<file path="src/sv/hec_pkg.sv">
// shared types, character codes and entity tables for the html entity codec
// no dependencies; imported by hec_codec and html_entity_codec_top
package hec_pkg;

	localparam int RUN_MAX = 5;

	// entity entries
	localparam logic [1:0] ENT_AMP = 2'd0;
	localparam logic [1:0] ENT_GT  = 2'd1;
	localparam logic [1:0] ENT_LT  = 2'd2;

	// character codes
	localparam logic [7:0] CH_AMP  = 8'h26;
	localparam logic [7:0] CH_GT   = 8'h3e;
	localparam logic [7:0] CH_LT   = 8'h3c;
	localparam logic [7:0] CH_A    = 8'h61;
	localparam logic [7:0] CH_M    = 8'h6d;
	localparam logic [7:0] CH_P    = 8'h70;
	localparam logic [7:0] CH_G    = 8'h67;
	localparam logic [7:0] CH_L    = 8'h6c;
	localparam logic [7:0] CH_T    = 8'h74;
	localparam logic [7:0] CH_SEMI = 8'h3b;

	// decode match state
	typedef struct packed {
		logic [1:0] entry;
		logic [2:0] count;
	} match_t;

	// run of result bytes caused by one request
	typedef struct packed {
		logic [RUN_MAX-1:0][7:0] bytes;
		logic [2:0]              count;
	} run_t;

	// entity text by entry and position
	function automatic logic [7:0] ent_text(logic [1:0] e, logic [2:0] i);
		logic [7:0] r;
		r = 8'h00;
		unique case (e)
			ENT_AMP: begin
				unique case (i)
					3'd0: r = CH_AMP;
					3'd1: r = CH_A;
					3'd2: r = CH_M;
					3'd3: r = CH_P;
					3'd4: r = CH_SEMI;
					default: r = 8'h00;
				endcase
			end
			ENT_GT: begin
				unique case (i)
					3'd0: r = CH_AMP;
					3'd1: r = CH_G;
					3'd2: r = CH_T;
					3'd3: r = CH_SEMI;
					default: r = 8'h00;
				endcase
			end
			ENT_LT: begin
				unique case (i)
					3'd0: r = CH_AMP;
					3'd1: r = CH_L;
					3'd2: r = CH_T;
					3'd3: r = CH_SEMI;
					default: r = 8'h00;
				endcase
			end
			default: r = 8'h00;
		endcase
		return r;
	endfunction

	// entity length; zero for the unused entry so it reads as idle
	function automatic logic [2:0] ent_len(logic [1:0] e);
		logic [2:0] r;
		unique case (e)
			ENT_AMP: r = 3'd5;
			ENT_GT:  r = 3'd4;
			ENT_LT:  r = 3'd4;
			default: r = 3'd0;
		endcase
		return r;
	endfunction

	// decoded character of an entity
	function automatic logic [7:0] ent_char(logic [1:0] e);
		logic [7:0] r;
		unique case (e)
			ENT_AMP: r = CH_AMP;
			ENT_GT:  r = CH_GT;
			ENT_LT:  r = CH_LT;
			default: r = 8'h00;
		endcase
		return r;
	endfunction

endpackage

</file>
<file path="src/sv/html_entity_codec_top.sv">
// a request is taken into the input register, and its result run, if any, then into the run buffer
// throughput: one result byte per cycle while out_stall is low; a request that yields no bytes
// never stalls the input, one that yields bytes waits until the buffer is empty or shows its last
// byte with out_stall low; the five-byte run buffer drain sets the rate; arst_n clears direction
// (encode), the match state and all valid flags
module html_entity_codec_top (
	input  logic       clk,
	input  logic       arst_n,
	input  logic       in_valid,
	output logic       in_stall,
	input  logic [7:0] in_byte,
	output logic       out_valid,
	input  logic       out_stall,
	output logic [7:0] out_byte,
	output logic       run_last,
	input  logic       cfg_valid,
	output logic       cfg_ready,
	input  logic       cfg_data
);
	import hec_pkg::*;

	logic                    direction_q;
	match_t                  match_q;
	logic                    valid_s1;
	logic [7:0]              byte_s1;
	logic [RUN_MAX-1:0][7:0] run_byte_q;
	logic [2:0]              run_rem_q;
	run_t                    run;
	match_t                  match_next;
	logic                    run_free;
	logic                    s1_move;
	logic                    pop;
	logic                    cfg_write;
	logic                    in_take;

	// step logic on the input register
	hec_codec u_codec (
		.direction  (direction_q),
		.in_byte    (byte_s1),
		.match      (match_q),
		.run        (run),
		.match_next (match_next)
	);

	// handshake
	assign cfg_ready = 1'b1;
	assign cfg_write = cfg_valid & cfg_ready;
	assign pop       = out_valid & ~out_stall;
	assign run_free  = (run_rem_q == 3'd0) || (run_rem_q == 3'd1 && !out_stall);
	assign s1_move   = valid_s1 & (run_free | (run.count == 3'd0));
	assign in_stall  = valid_s1 & ~s1_move;
	assign in_take   = in_valid & ~in_stall;

	// input register
	always_ff @(posedge clk or negedge arst_n) begin
		if (!arst_n) begin
			valid_s1 <= 1'b0;
		end else if (in_take) begin
			valid_s1 <= 1'b1;
		end else if (s1_move) begin
			valid_s1 <= 1'b0;
		end
	end

	always_ff @(posedge clk) begin
		if (in_take) begin
			byte_s1 <= in_byte;
		end
	end

	// direction register and match state
	always_ff @(posedge clk or negedge arst_n) begin
		if (!arst_n) begin
			direction_q <= 1'b0;
			match_q     <= '0;
		end else if (cfg_write) begin
			direction_q <= cfg_data;
			match_q     <= '0;
		end else if (s1_move) begin
			match_q <= match_next;
		end
	end

	// run buffer count
	always_ff @(posedge clk or negedge arst_n) begin
		if (!arst_n) begin
			run_rem_q <= 3'd0;
		end else if (s1_move && run.count != 3'd0) begin
			run_rem_q <= run.count;
		end else if (pop) begin
			run_rem_q <= run_rem_q - 3'd1;
		end
	end

	// run buffer bytes, shifted out from the bottom
	always_ff @(posedge clk) begin
		if (s1_move && run.count != 3'd0) begin
			run_byte_q <= run.bytes;
		end else if (pop) begin
			run_byte_q <= {8'h00, run_byte_q[RUN_MAX-1:1]};
		end
	end

	// result port
	assign out_valid = (run_rem_q != 3'd0);
	assign out_byte  = run_byte_q[0];
	assign run_last  = (run_rem_q == 3'd1);

	// checks
	a_rem_bound: assert property (@(posedge clk) disable iff (!arst_n)
		run_rem_q <= 3'(RUN_MAX))
		else $error("run buffer count beyond run size");

	a_load_shows: assert property (@(posedge clk) disable iff (!arst_n)
		(s1_move && run.count != 3'd0) |=> out_valid)
		else $error("loaded run not presented");

	a_match_bound: assert property (@(posedge clk) disable iff (!arst_n)
		match_q.count < 3'(RUN_MAX))
		else $error("match count reached entity length");

	a_encode_keeps: assert property (@(posedge clk) disable iff (!arst_n)
		(s1_move && !direction_q && !cfg_write) |=> $stable(match_q))
		else $error("encode changed match state");

	a_stall_held: assert property (@(posedge clk) disable iff (!arst_n)
		in_stall |-> (valid_s1 && run.count != 3'd0))
		else $error("input stalled with nothing to drain");

endmodule

</file>
<file path="src/sv/hec_codec.sv">
// single-pass step logic: one text byte plus match state in, result run and next state out
// depends on hec_pkg
module hec_codec (
	input  logic            direction,
	input  logic [7:0]      in_byte,
	input  hec_pkg::match_t match,
	output hec_pkg::run_t   run,
	output hec_pkg::match_t match_next
);
	import hec_pkg::*;

	logic [1:0] e;
	logic [2:0] k;

	always_comb begin
		run        = '0;
		match_next = match;
		e          = match.entry;
		k          = match.count;
		if (!direction) begin
			// encode: special characters expand to their entity
			priority if (in_byte == CH_AMP) begin
				e = ENT_AMP;
			end else if (in_byte == CH_GT) begin
				e = ENT_GT;
			end else if (in_byte == CH_LT) begin
				e = ENT_LT;
			end else begin
				e = 2'd3;
			end
			if (e != 2'd3) begin
				for (int i = 0; i < RUN_MAX; i++) begin
					run.bytes[i] = ent_text(e, 3'(i));
				end
				run.count = ent_len(e);
			end else begin
				run.bytes[0] = in_byte;
				run.count    = 3'd1;
			end
		end else begin
			// decode: out-of-range state counts as idle
			if (k >= ent_len(e)) begin
				k = 3'd0;
			end
			if (k == 3'd0) begin
				match_next.entry = ENT_AMP;
				if (in_byte == CH_AMP) begin
					match_next.count = 3'd1;
				end else begin
					match_next.count = 3'd0;
					run.bytes[0]     = in_byte;
					run.count        = 3'd1;
				end
			end else begin
				// after the leading ampersand the match may move to another entity
				if (in_byte != ent_text(e, k) && k == 3'd1) begin
					priority if (in_byte == ent_text(ENT_AMP, 3'd1)) begin
						e = ENT_AMP;
					end else if (in_byte == ent_text(ENT_GT, 3'd1)) begin
						e = ENT_GT;
					end else if (in_byte == ent_text(ENT_LT, 3'd1)) begin
						e = ENT_LT;
					end else begin
						e = e;
					end
				end
				if (in_byte == ent_text(e, k)) begin
					if (k + 3'd1 == ent_len(e)) begin
						match_next   = '0;
						run.bytes[0] = ent_char(e);
						run.count    = 3'd1;
					end else begin
						match_next.entry = e;
						match_next.count = k + 3'd1;
					end
				end else begin
					// mismatch: held prefix, then the byte again from idle
					for (int i = 0; i < RUN_MAX; i++) begin
						if (3'(i) < k) begin
							run.bytes[i] = ent_text(e, 3'(i));
						end else if (3'(i) == k) begin
							run.bytes[i] = in_byte;
						end
					end
					match_next.entry = ENT_AMP;
					if (in_byte == CH_AMP) begin
						match_next.count = 3'd1;
						run.count        = k;
					end else begin
						match_next.count = 3'd0;
						run.count        = k + 3'd1;
					end
				end
			end
		end
	end

endmodule
</file>
<file path="config.mk">
export PLATFORM = sky130hd
export DESIGN_NAME = html_entity_codec_top
export DESIGN_NICKNAME = d
export VERILOG_FILES = /design/src/sv/hec_pkg.sv /design/src/sv/html_entity_codec_top.sv /design/src/sv/hec_codec.sv
export SDC_FILE = /design/constraint.sdc
export NUM_CORES = 1
export LEC_CHECK = 0
export ABC_CLOCK_PERIOD_IN_PS = 8400
export BUFFER_PORTS_ARGS = -buffer_cell sky130_fd_sc_hd__buf_4
export CORE_UTILIZATION = 55
export CTS_CLUSTER_SIZE = 16
export DETAILED_ROUTE_END_ITERATION = 6
export PLACE_DENSITY_LB_ADDON = 0.12
export SYNTH_ARGS = -nofsm -noshare
export SYNTH_HDL_FRONTEND = slang
export SYNTH_HIERARCHICAL = 1
export SYNTH_SLANG_ARGS = --single-unit
</file>
<file path="constraint.sdc">
create_clock -name clk -period 8.4 [get_ports clk]
set_input_delay 0 -clock clk [delete_from_list [all_inputs] [get_ports clk]]
set_output_delay 0 -clock clk [all_outputs]
set_load 0.02 [all_outputs]
</file>
# Yosys cells after proc, flatten, opt, wreduce, memory -nomap -nowiden
# Cells that the tools add are included.
[totals] reg_bits=58 word_cells=146 in_bits=14 output_inout_bits=12
[classes] bitwise=8 n_reduce_logical=23 mux=71 n_lt_le_gt_ge=6 eq_ne=25 add_sub_neg=2
[op_table] op="7-bit case mux with 3 select lines" count=5
[op_table] op="8-bit 2-to-1 mux" count=12
[op_table] op="40-bit 2-to-1 mux" count=2
[op_table] op="32-bit 2-to-1 mux" count=2
[op_table] op="7-bit case mux with 2 select lines" count=4
[op_table] op="11-bit 2-to-1 mux" count=5
[op_table] op="43-bit 2-to-1 mux" count=1
[op_table] op="30-bit 2-to-1 mux" count=1
[op_table] op="5-bit 2-to-1 mux" count=6
[op_table] op="6-bit 2-to-1 mux" count=5
[op_table] op="7-bit case mux with 4 select lines" count=1
[op_table] op="3-bit 2-to-1 mux" count=9
[op_table] op="8-bit by 6-bit == test with 1-bit output (second input constant)" count=3
[op_table] op="8-bit by 7-bit == test with 1-bit output (second input constant)" count=3
[op_table] op="8-bit case mux with 3 select lines" count=1
[op_table] op="2-bit 2-to-1 mux" count=9
[op_table] op="3-bit case mux with 2 select lines" count=3
[op_table] op="6-bit case mux with 3 select lines" count=1
[op_table] op="3-bit logical NOT" count=3
[op_table] op="8-bit == test" count=1
[op_table] op="8-bit inequality test" count=1
[op_table] op="2-bit nonzero test" count=4
[op_table] op="2-bit by 1-bit == test with 1-bit output (second input constant)" count=3
[op_table] op="2-bit == test (second input constant)" count=3
[op_table] op="other kinds (26)" count=47

# Longest topological paths before layout
[depth] word_depth=38 mapped_depth=31 mapped_depth_nobuf=28

# By module
# Netlist, hierarchy kept.
[by_module_without_submodules] mod="html_entity_codec_top" n_inst=1 area_per_inst_um2=2608.8 seq_area_each_um2=1691.6 cells_per_inst=165
[by_module_without_submodules] mod="hec_codec" n_inst=1 area_per_inst_um2=2140.8 seq_area_each_um2=0.0 cells_per_inst=334

# Worst setup path before layout
# No wires, ideal clock.
[synth_timing] kind="register to register" start="register match_q[3] in the netlist's numbering" end="register run_byte_q (netlist bit out_byte[0]) (enable)" setup_ns=0.380 required_time_ns=8.020 path_stages_with_launch=30 synth_period_minus_slack_ns=7.528 slack_ns=0.872 path_buffers=3 arrival_ns=7.148 path_cell_list="dfrtp_1 > clkbuf_1 > nor2_1 > ha_1 > nor3b_1 > nor2_1 > nor3_1 > ha_1 > ha_1 > clkbuf_1 > mux2_2 > o21ai_0 > a2111oi_2 > nand4_2 > nor4_4 > or4_1 > nand2_1 > ha_1 > clkbuf_1 > nor2b_1 > o21ai_0 > mux2i_1 > nor4b_1 > nand4b_2 > o21ai_4 > o211ai_1 > a21oi_1 > o31ai_4 > a211oi_4 > or2_2"
[synth_lines] item="from (decl)" line="html_entity_codec_top.sv:23" text="match_t match_q;"
[synth_lines] item="from (signal assigned)" line="html_entity_codec_top.sv:80" text="match_q <= match_next;"
[synth_lines] item="to (signal assigned)" line="html_entity_codec_top.sv:98" text="run_byte_q <= run.bytes;"
[synth_lines] item="to (signal assigned)" line="html_entity_codec_top.sv:100" text="run_byte_q <= {8'h00, run_byte_q[RUN_MAX-1:1]};"
[synth_lines] item="to (decl)" line="html_entity_codec_top.sv:26" text="logic [RUN_MAX-1:0][7:0] run_byte_q;"

==> impl_results.html <==
<table>
<tr><th>Metric</th><th>Value</th></tr>
<tr><th colspan="2">Status</th></tr>
<tr><td>Run status</td><td>complete, no violations</td></tr>
<tr><th colspan="2">Yosys</th></tr>
<tr><td>Adder-cell share of the synthesized area</td><td>0.0421</td></tr>
<tr><td>Synth Area per Inst</td><td>9.52 sq um</td></tr>
<tr><td>Share of the synthesized area in compound gates (AO/OA/AOI/OAI)</td><td>0.219</td></tr>
<tr><td>Largest family of logic cells by synthesized area</td><td>compound AO/OA/AOI/OAI gates</td></tr>
<tr><td>Library cells used by synthesis</td><td>91</td></tr>
<tr><td>Synthesis-stage register bit count</td><td>58</td></tr>
<tr><td>Cells after Synth</td><td>499</td></tr>
<tr><td>Flip-flop cell with the highest count after synthesis</td><td>edfxtp_1</td></tr>
<tr><td>Mux cell area share after synthesis</td><td>0.106</td></tr>
<tr><td>EDFF count, synth</td><td>48</td></tr>
<tr><td>Post-synthesis xor/xnor area fraction</td><td>0.00922</td></tr>
<tr><td>Sequential area share after synthesis</td><td>0.356</td></tr>
<tr><td>Fraction of synthesis flops using an asynchronous set or reset pin</td><td>0.172</td></tr>
<tr><td>Synthesis warning total</td><td>6</td></tr>
<tr><td>Number of nets in the synthesized netlist</td><td>529</td></tr>
<tr><td>Post-synthesis cell area</td><td>4750 sq um</td></tr>
<tr><td>Synthesized-area fraction occupied by and/or/nand/nor cells</td><td>0.196</td></tr>
<tr><th colspan="2">Layout</th></tr>
<tr><td>Most common cell after layout, fill and taps aside</td><td>edfxtp_1</td></tr>
<tr><td>Fill cell instance count of the final layout</td><td>701</td></tr>
<tr><td>Area used by sequential logic in the layout</td><td>1690 sq um</td></tr>
<tr><td>Final net count</td><td>546</td></tr>
<tr><td>N_diodes</td><td>0</td></tr>
<tr><td>Ratio of cells with drive above 1 in the final layout</td><td>0.221</td></tr>
<tr><td>Layout area overhead</td><td>10.7%</td></tr>
<tr><td>Final design area excluding fillers</td><td>5260 sq um</td></tr>
<tr><td>Leading cell types in the layout, fill and taps excluded</td><td>edfxtp_1 (48), o21ai_0 (39), buf_4 (35), mux2_2 (33), nor2_1 (33)</td></tr>
<tr><td>Multi-input combinational cell area</td><td>2740 sq um</td></tr>
<tr><th colspan="2">GRT</th></tr>
<tr><td>Wire length of the first global-routing pass</td><td>20200 microns</td></tr>
<tr><td>Total global routing overflow</td><td>0</td></tr>
<tr><td>Number of antenna violations at the first check in global routing</td><td>0</td></tr>
<tr><td>Vias in the first global route</td><td>3767</td></tr>
<tr><td>Pin count of the biggest net entering global routing</td><td>42</td></tr>
<tr><td>GRT Overall Usage</td><td>0.301</td></tr>
<tr><th colspan="2">Detailed routing</th></tr>
<tr><td>Total via count after detailed routing</td><td>4095</td></tr>
<tr><td>Per-cell via count in the routed design</td><td>6.54</td></tr>
<tr><td>Overall routed net length</td><td>12800 microns</td></tr>
<tr><td>Number of remaining DRC errors</td><td>0</td></tr>
<tr><td>Iteration count of the initial detailed-routing pass</td><td>6</td></tr>
<tr><td>Post-detailed-route count of antenna-violating nets</td><td>0</td></tr>
<tr><td>Number of design-rule violations left by the first detailed-router iteration</td><td>380</td></tr>
<tr><td>Routed WL per cell</td><td>20.5 microns</td></tr>
<tr><th colspan="2">Clocking</th></tr>
<tr><td># Post-CTS Setup Buffers</td><td>0</td></tr>
<tr><td>Insertion delay of the later-clocked pin in the worst-skew pair</td><td>360 ps</td></tr>
<tr><td>H-Tree Depth</td><td>3</td></tr>
<tr><td>Clock-pin slew on the worst setup and hold paths</td><td>70 ps</td></tr>
<tr><td>Clock root cell</td><td>clkbuf_8</td></tr>
<tr><td>Sink count of the clock tree</td><td>58</td></tr>
<tr><td>Maximum buffer depth of the clock tree</td><td>2</td></tr>
<tr><td>CTS tree</td><td>done</td></tr>
<tr><td>CTS Buf Count</td><td>9</td></tr>
<tr><th colspan="2">Pwr</th></tr>
<tr><td>Reported leakage power</td><td>0.00201 uW</td></tr>
<tr><td>Maximum vdd drop</td><td>0.000386 V</td></tr>
<tr><td>Total power density per cell area</td><td>266 nW/um^2</td></tr>
<tr><th colspan="2">Setup path</th></tr>
<tr><td>Critical path endpoint category</td><td>register</td></tr>
<tr><td>Setup crit start kind</td><td>register</td></tr>
<tr><td>Maximum fanout encountered on the critical timing path</td><td>41</td></tr>
<tr><td>CP Data Required Time</td><td>8640 ps</td></tr>
<tr><td>Crit-path max cell delay</td><td>570 ps</td></tr>
<tr><td>Arrival time at the worst endpoint</td><td>8100 ps</td></tr>
<tr><td>Startpoint-to-endpoint class of the critical path</td><td>reg -&gt; reg</td></tr>
<tr><td>Library cell contributing the largest single delay on the critical path</td><td>or4_1</td></tr>
<tr><td>CP most frequent cell</td><td>nor2_1</td></tr>
<tr><th colspan="2">Placed design</th></tr>
<tr><td>Final HPWL from detailed placement</td><td>8670 microns</td></tr>
<tr><td>Placer Congestion</td><td>0.962</td></tr>
<tr><td>Buffers added on ports</td><td>24</td></tr>
<tr><td>Cell Area, Placed</td><td>4900 sq um</td></tr>
<tr><th colspan="2">Timing</th></tr>
<tr><td>Setup-failing EPs final</td><td>0</td></tr>
<tr><td>Final TNS setup</td><td>0 ps</td></tr>
<tr><td>RSZ-0062 raised after global routing</td><td>no</td></tr>
<tr><td>Fin. Hold Viols</td><td>0</td></tr>
<tr><td>Actual transition at the worst max-transition pin</td><td>1070 ps</td></tr>
<tr><td>Relative slew margins</td><td>0.282</td></tr>
<tr><td>Peak Freq</td><td>127 MHz</td></tr>
<tr><td>Count of pins over their slew limit</td><td>0</td></tr>
<tr><td>Crit share post-route</td><td>0.936</td></tr>
<tr><td>Worst clock skew</td><td>12.1 ps</td></tr>
<tr><td>Shortest period the worst path allows</td><td>7860 ps</td></tr>
<tr><th colspan="2">Floorplanning</th></tr>
<tr><td>Floorplan core area</td><td>8300 sq um</td></tr>
<tr><td>Overall die area</td><td>9010 sq um</td></tr>
<tr><td>Die X</td><td>94.9 microns</td></tr>
<tr><td>Die Height</td><td>94.9 microns</td></tr>
<tr><td>Initial cell density of the core</td><td>0.572</td></tr>
<tr><td>Cell Rows</td><td>33</td></tr>
<tr><td>IO Count</td><td>26</td></tr>
<tr><th colspan="2">Worst hold path</th></tr>
<tr><td>Tightest Hold Check Type</td><td>in -&gt; async</td></tr>
<tr><th colspan="2">Flow run</th></tr>
<tr><td>Count of maximum capacitance violations</td><td>0</td></tr>
</table>
-- final timing paths --
path / from / endpoint / cells after the start / slack [ps]
min in group clk: out_stall / run_rem_q[2] / 4 / 40
max reg2reg: match_q[4] / run_rem_q[0] / 29 / 540
max in group asynchronous: arst_n / match_q[1] / 2 / 8250
min reg2reg: run_byte_q[35] / run_byte_q[27] / 1 / 530
max: match_q[4] / run_rem_q[0] / 29 / 540
min: arst_n / run_rem_q[1] / 2 / 8
-- what timing repair did --
item / in CTS / in global routing
endpoints found under the setup margin: 0 / 89
endpoints found under the hold margin: 24 / 0
hold buffers: 13 / 0
gates resized for setup: 0 / 6
-- synthesized netlist by cell type (6+ instances only) --
cell | number | share of area
nand3_1 | 8 | 0.0084
mux2_2 | 33 | 0.078
and2_1 | 14 | 0.018
nand2_1 | 28 | 0.022
edfxtp_1 | 48 | 0.30
inv_1 | 20 | 0.016
clkbuf_1 | 16 | 0.013
nor2_1 | 33 | 0.026
a21oi_1 | 26 | 0.027
o22ai_1 | 9 | 0.012
dfrtp_1 | 10 | 0.053
ha_1 | 16 | 0.042
o31ai_1 | 8 | 0.013
nor2b_1 | 9 | 0.012
a22oi_1 | 7 | 0.011
o21ai_0 | 39 | 0.041
nand2b_1 | 19 | 0.025
and3_1 | 11 | 0.014
buf_4 | 12 | 0.019
nor3_1 | 7 | 0.0074
a31oi_1 | 6 | 0.0079
buf_2 | 8 | 0.0084
mux2i_1 | 11 | 0.023
-- metal layers --
metal	share of wire	vias up	track usage
met1	0.43	1960	0.418
met4	0.024	0	0.112
met5	0	-	0
met2	0.46	217	0.462
li1	-	1888	-
met3	0.080	30	0.0588
-- through the flow --
| step | worst slack [ps] | hold WS (ps) | instances | total power, uW | utilization |
|---|---|---|---|---|---|
| final | 542 | 8.12 | 626 | 1400 | 0.633 |
| after global routing | 45.9 | 24.9 | 626 | 1470 | 0.633 |
| after CTS | 127 | 8.65 | 626 | 1400 | 0.631 |
| after detailed placement | 186 | -159 | 597 | 1100 | 0.590 |
| after global placement | 453 | -161 | 597 | 1090 | 0.590 |
| after floorplan | 872 | -296 | 499 | 991 | - |
-- where the power goes --
group | internal [uW] | leakage (uW) | switching, uW
sequential | 484 | 0.000613 | 86.5
clock | 165 | 0.000105 | 121
combinational | 245 | 0.00129 | 297
total | 894 | 0.00201 | 504
-- critical path: cells and delay by family (launching register included) --
kind,cells,cell delay [ps]
adder cells (fa/ha/maj),3,850
buffers and inverters,3,760
AND/OR/NAND/NOR,13,3550
flip-flops,1,500
multiplexers,1,250
AO/OA/AOI/OAI,9,1830
-- layout make-up --
class | instances | share of cell area
timing repair buffer | 49 | 0.0769
multi-input combinational | 376 | 0.521
clock buffer | 10 | 0.0243
tap | 105 | 0.0250
sequential | 58 | 0.322
inverter | 22 | 0.0157
clock inverter | 6 | 0.0155
-- kinds of logic after synthesis --
kind of cell    count (synthesis)
simple gates                  163
compound gates                145
buf+inv                        65
flops                          58
mux                            46
fa+ha+maj                      16
xor+xnor                        5
other cells                     1
-- flip-flops by register name, summed over array words and instances, names as in the netlist --
signal / count
out_byte: 8
run_byte_q: 32
valid_s1: 1
match_q: 5
run_rem_q: 3
byte_s1: 8
direction_q: 1
Power figures use the tool's default switching activity.
